**src/uvsph_pkg.sv**
```systemverilog
// ============================================================================
// UV sphere tessellator package
// Shared widths, constants, the cell and vertex types and the small tables.
// ============================================================================
package uvsph_pkg;

  localparam int MAX_DIVISIONS = 1024;
  localparam int CORDIC_STEPS  = 16;
  localparam int ATAN_LEN      = 24;
  localparam int ATAN_IW       = 5;
  localparam int CNT_W         = 11;
  localparam int IDX_W         = 10;
  localparam int ANG_W         = 37;
  localparam int XY_W          = 34;
  localparam int DIV_W         = 46;
  localparam int REM_W         = CNT_W + 1;
  localparam int TEX_W         = 17;
  localparam int POS_W         = 17;
  localparam int NRM_W         = 16;

  localparam logic [1:0] REG_RADIUS = 2'd0;
  localparam logic [1:0] REG_SLICES = 2'd1;
  localparam logic [1:0] REG_STACKS = 2'd2;

  localparam logic signed [ANG_W-1:0] PI_Q32      = 37'sd13493037704;
  localparam logic signed [ANG_W-1:0] TWO_PI_Q32  = 37'sd26986075408;
  localparam logic signed [ANG_W-1:0] HALF_PI_Q32 = 37'sd6746518852;
  localparam logic [DIV_W-1:0]        PI_U        = 46'd13493037704;
  localparam logic [DIV_W-1:0]        TWO_PI_U    = 46'd26986075408;
  localparam logic signed [XY_W-1:0]  CORDIC_GAIN = 34'sd652032874;

  typedef struct packed {
    logic             err;
    logic [IDX_W-1:0] stack;
    logic [IDX_W-1:0] slice;
  } cell_t;

  typedef struct packed {
    logic signed [POS_W-1:0] vertex_x;
    logic signed [POS_W-1:0] vertex_y;
    logic signed [POS_W-1:0] vertex_z;
    logic signed [NRM_W-1:0] normal_x;
    logic signed [NRM_W-1:0] normal_y;
    logic signed [NRM_W-1:0] normal_z;
    logic [TEX_W-1:0]        tex_u;
    logic [TEX_W-1:0]        tex_v;
    logic [2:0]              corner_number;
    logic                    last_of_cell;
    logic                    index_error;
  } vertex_t;

  function automatic logic signed [ANG_W-1:0] atan_q32(input logic [ATAN_IW-1:0] k);
    case (k)
      5'd0:    return 37'sd3373259426;
      5'd1:    return 37'sd1991351318;
      5'd2:    return 37'sd1052175346;
      5'd3:    return 37'sd534100635;
      5'd4:    return 37'sd268086748;
      5'd5:    return 37'sd134174062;
      5'd6:    return 37'sd67103403;
      5'd7:    return 37'sd33553749;
      5'd8:    return 37'sd16777131;
      5'd9:    return 37'sd8388597;
      5'd10:   return 37'sd4194303;
      5'd11:   return 37'sd2097152;
      5'd12:   return 37'sd1048576;
      5'd13:   return 37'sd524288;
      5'd14:   return 37'sd262144;
      5'd15:   return 37'sd131072;
      5'd16:   return 37'sd65536;
      5'd17:   return 37'sd32768;
      5'd18:   return 37'sd16384;
      5'd19:   return 37'sd8192;
      5'd20:   return 37'sd4096;
      5'd21:   return 37'sd2048;
      5'd22:   return 37'sd1024;
      5'd23:   return 37'sd512;
      default: return '0;
    endcase
  endfunction

  // Corner order p2,p4,p3,p3,p1,p2 as stack and slice offsets.
  function automatic logic corner_ds(input logic [2:0] c);
    case (c)
      3'd1, 3'd2, 3'd3: return 1'b1;
      default:          return 1'b0;
    endcase
  endfunction

  function automatic logic corner_dt(input logic [2:0] c);
    case (c)
      3'd0, 3'd1, 3'd5: return 1'b1;
      default:          return 1'b0;
    endcase
  endfunction

  function automatic logic [CNT_W-1:0] eff_count(input logic [CNT_W-1:0] v);
    if (v == '0) begin
      return CNT_W'(1);
    end else if (32'(v) > MAX_DIVISIONS) begin
      return CNT_W'(MAX_DIVISIONS);
    end
    return v;
  endfunction

endpackage

```
**src/uvsph_front.sv**
```systemverilog
// ============================================================================
// UV sphere tessellator front end
// Accepts cell transactions, flags cells outside the grid and queues them.
// ============================================================================
module uvsph_front (
  input  logic                          clk,
  input  logic                          rst,
  input  logic                          push,
  output logic                          full,
  input  logic [uvsph_pkg::IDX_W-1:0]   stack_index,
  input  logic [uvsph_pkg::IDX_W-1:0]   slice_index,
  input  logic [uvsph_pkg::CNT_W-1:0]   slices,
  input  logic [uvsph_pkg::CNT_W-1:0]   stacks,
  input  logic                          cell_pop,
  output logic                          cell_empty,
  output uvsph_pkg::cell_t              cell_head
);

  uvsph_pkg::cell_t queue [4];
  logic [1:0] wr_ptr;
  logic [1:0] rd_ptr;
  logic [2:0] count;
  logic       wr_en;
  logic       rd_en;
  uvsph_pkg::cell_t incoming;

  assign full       = (count == 3'd4);
  assign cell_empty = (count == 3'd0);
  assign wr_en      = push && !full;
  assign rd_en      = cell_pop && !cell_empty;
  assign cell_head  = queue[rd_ptr];

  always_comb begin
    incoming.stack = stack_index;
    incoming.slice = slice_index;
    incoming.err   = ({1'b0, stack_index} >= stacks) || ({1'b0, slice_index} >= slices);
  end

  always_ff @(posedge clk) begin
    if (rst) begin
      wr_ptr <= '0;
      rd_ptr <= '0;
      count  <= '0;
    end else begin
      if (wr_en) begin
        queue[wr_ptr] <= incoming;
        wr_ptr        <= wr_ptr + 2'd1;
      end
      if (rd_en) begin
        rd_ptr <= rd_ptr + 2'd1;
      end
      case ({wr_en, rd_en})
        2'b10:   count <= count + 3'd1;
        2'b01:   count <= count - 3'd1;
        default: count <= count;
      endcase
    end
  end

endmodule

```
**config.mk**
```make
export PLATFORM = sky130hd
export DESIGN_NAME = uvsph_front
export DESIGN_NICKNAME = d
export VERILOG_FILES = /design/src/uvsph_pkg.sv /design/src/uvsph_front.sv
export SDC_FILE = /design/constraint.sdc
export NUM_CORES = 1
export LEC_CHECK = 0
export BUFFER_PORTS_ARGS = -buffer_cell sky130_fd_sc_hd__buf_4
export CAP_MARGIN = 30
export CORE_MARGIN = 1
export CORE_UTILIZATION = 62
export CTS_BUF_LIST = sky130_fd_sc_hd__clkbuf_8
export DETAILED_ROUTE_END_ITERATION = 6
export PLACE_DENSITY = 0.94
export SYNTH_ARGS = -nofsm -noshare
export SYNTH_HDL_FRONTEND = slang
export SYNTH_SLANG_ARGS = --single-unit
```
**constraint.sdc**
```tcl
create_clock -name clk -period 3.7 [get_ports clk]
set_input_delay 0.185 -clock clk [delete_from_list [all_inputs] [get_ports clk]]
set_output_delay 0.185 -clock clk [all_outputs]
set_load 0.005 [all_outputs]
```
==> impl_metrics.py <==
metrics = {
    "sta": {
        "relSlewSlack": 0.3294,
        "fin_crit_sh": 0.5809,
        "fin_tns_setup_ps": 0,
        "rsz0062_at_grt": "false",
        "skew_ps": 9.824,
        "report.final.slew_viol_count": 0,
        "fin_crit_ps": 2149,
        "tightestPinTransition_ps": 1006,
        "hold_viol": 0,
        "setup_viol": 0,
        "clock.fmax_ghz": 0.4653,
    },
    "clocking": {
        "clkLatencyLatePin_ps": 350,
        "path_clk_slew_ps": 90,
        "cts_hold_buf": 0,
        "cts_resized": 0,
        "ctsLongestPathBuffers": 2,
        "clock-sinks": 93,
        "cts_tree": "yes",
        "numCtsBuffers": 9,
        "htreeDepth": 3,
        "post_cts_buffers": 0,
        "cts_root_buf": "clkbuf_8",
    },
    "outcome": {
        "status": "finished, final reports clean",
    },
    "detailed_routing": {
        "via_count": 2263,
        "vias_per_cell": 5.817,
        "routedWlPerCell_um": 20.47,
        "drtIter0Drc": 184,
        "drc_errors": 0,
        "detail-route-antenna-nets": 0,
        "firstDrtPassIters": 4,
        "drt_wl_total_um": 7963,
    },
    "die": {
        "die_w_um": 82.36,
        "start_util": 0.6606,
        "die_area_um2": 6783,
        "ioPinCount": 69,
        "rows": 28,
        "core_area_um2": 6061,
        "die_y_um": 82.36,
    },
    "grt": {
        "grt_pass1_vias": 2280,
        "antenna_found_initial": 0,
        "overflow": 0,
        "grt_first_pass_wirelength_um": 11470,
        "grt_usage": 0.2514,
        "grt_start_max_net_pins": 22,
    },
    "placed_design": {
        "gp_congestion": 0.7647,
        "place_hpwl_um": 5400,
        "portBuffers": 68,
        "place_area_um2": 4617,
    },
    "synth": {
        "synth_xor_area_frac": 0.01094,
        "ys_seq_area_frac": 0.6750,
        "synth-main-ff-cell": "edfxtp_1",
        "synth_compound_area_frac": 0.02625,
        "synth_fa_ha_area_frac": 0.08313,
        "syn_avg_cell_area_um2": 17.41,
        "ys_warn_count": 0,
        "syn_area_um2": 4004,
        "synth_nets": 302,
        "synth_top_family_by_area": "multiplexers",
        "synth_mux_area_frac": 0.1206,
        "yosys-top-cells-area": "edfxtp_1 (63%), mux4_2 (12%), ha_1 (7.8%)",
        "synth_seq_cells": 93,
        "postSynthCellCount": 230,
        "synth-edff-count": 84,
        "synth_top_area_frac": 0.6300,
        "yosys.area_share.simple": 0.05313,
        "synthArstFlopShare": 0,
        "yosys.area.top_type": "edfxtp_1",
        "ys_types": 35,
    },
    "flow_run": {
        "maxCapViolCount": 0,
    },
    "worst_setup_path": {
        "critical_path_class": "register to register",
        "end_kind": "register",
        "worstPathMaxFanout": 21,
        "critPathLaunchType": "register",
        "required_ps": 3670,
        "cp_data_arrival_time_ps": 2120,
        "rrSetupSlack_ps": 1550,
    },
    "cells_and_area": {
        "fin_nets": 381,
        "area_delta_synth_final_pct": 21.81,
        "postLayoutCoreUtil": 0.8047,
        "final_cell_area_um2": 4877,
        "layout-drive-gt1-share": 0.3567,
        "diodes": 0,
    },
    "power_and_ir_drop": {
        "pwr-share-clk": 0.235,
        "p_comb_frac": 0.285,
        "internal-power_mw": 1.956,
        "swShare": 0.2619,
        "sequentialPowerShare": 0.479,
        "ir_worst_vdd_mv": 0.4859,
        "p_leak_nw": 1.865,
        "pwr_density_cell_nw_per_um2": 543.2,
        "switchingPower_mw": 0.6938,
    },
    "worst_hold_path": {
        "hold_path.class": "input port to register",
    },
}
-- flip-flops by register name (all words and copies together), names as in the netlist, named ones only --
name and flops:
queue 84, count 3, rd_ptr 2, wr_ptr 2
-- cells in the mapped netlist (all sizes together) (4+ instances only) --
cell type / n
ha: 25
and2: 4
nor2: 11
a21oi: 11
nand3: 4
inv: 26
mux4: 21
dfxtp: 9
edfxtp: 84
-- critical path: stages, from the launching register on --
cell and delay [ps]:
dfxtp_1 390, inv_1 90, and3_1 170, nand2b_4 170, nor2_2 130, and2_1 810
-- power by group through the flow --
stage / logic (mW) / registers (mW) / clock network [mW]
2_1_floorplan: 0.444 / 1.29 / 0
3_3_place_gp: 0.696 / 1.30 / 0
3_5_place_dp: 0.729 / 1.31 / 0
4_1_cts: 0.734 / 1.28 / 0.626
5_1_grt: 0.830 / 1.28 / 0.664
6_report: 0.756 / 1.27 / 0.624
-- layout make-up --
cell class,count,area [µm²]
fill,300,1184
clock inverter,7,53.80
multi-input combinational,106,1177
inverter,26,97.59
tap,75,93.84
sequential,93,2703
clock buffer,9,123.9
timing repair buffer,73,628.1
-- per-layer routing --
metal | track usage | vias up | part of all wire
li1 | - | 1038 | -
met2 | 0.4372 | 84 | 0.55
met5 | 0 | - | 0
met1 | 0.2943 | 1125 | 0.39
met3 | 0.06154 | 16 | 0.049
met4 | 0.1158 | 0 | 0.018
-- cell families after synthesis --
logic type      after synthesis
compound gates               17
fa+ha+maj                    26
simple gates                 36
xor+xnor                      5
mux                          22
buf+inv                      31
flops                        93
-- placed cells by master (no fill, tap or decap), types with 3 or more instances in the layout --
cell	netlist	final
and2_1	4	4
dfxtp_1	9	9
nor2_1	9	9
xor2_1	3	3
inv_1	26	31
nand2_1	3	3
a21oi_1	10	10
buf_4	2	69
buf_16	0	4
nand3_1	4	4
clkbuf_8	0	9
edfxtp_1	84	84
mux4_2	21	21
ha_1	25	25
-- stage by stage --
| stage | total power, mW | setup slack [ps] | hold WS, ps | instances |
|---|---|---|---|---|
| floorplan | 1.730 | 1742 | 283.9 | 230 |
| global placement | 1.996 | 1566 | 401.0 | 369 |
| detailed placement | 2.036 | 1479 | 402.8 | 370 |
| CTS | 2.642 | 1451 | 27.94 | 386 |
| global route | 2.772 | 1428 | 27.59 | 389 |
| finish | 2.649 | 1551 | 36.09 | 389 |
-- final timing paths --
path,from,end,depth (start not counted)
worst max-delay path,count[0]$_SDFFE_PP0P_,queue[3][18]$_DFFE_PP_,5
worst min-delay path,stack_index[0],queue[3][10]$_DFFE_PP_,1
worst min register to register,count[2]$_SDFFE_PP0P_,count[2]$_SDFFE_PP0P_,2
worst max register to register,count[0]$_SDFFE_PP0P_,queue[3][18]$_DFFE_PP_,5
No activity file was read; power rests on OpenSTA's default activity.
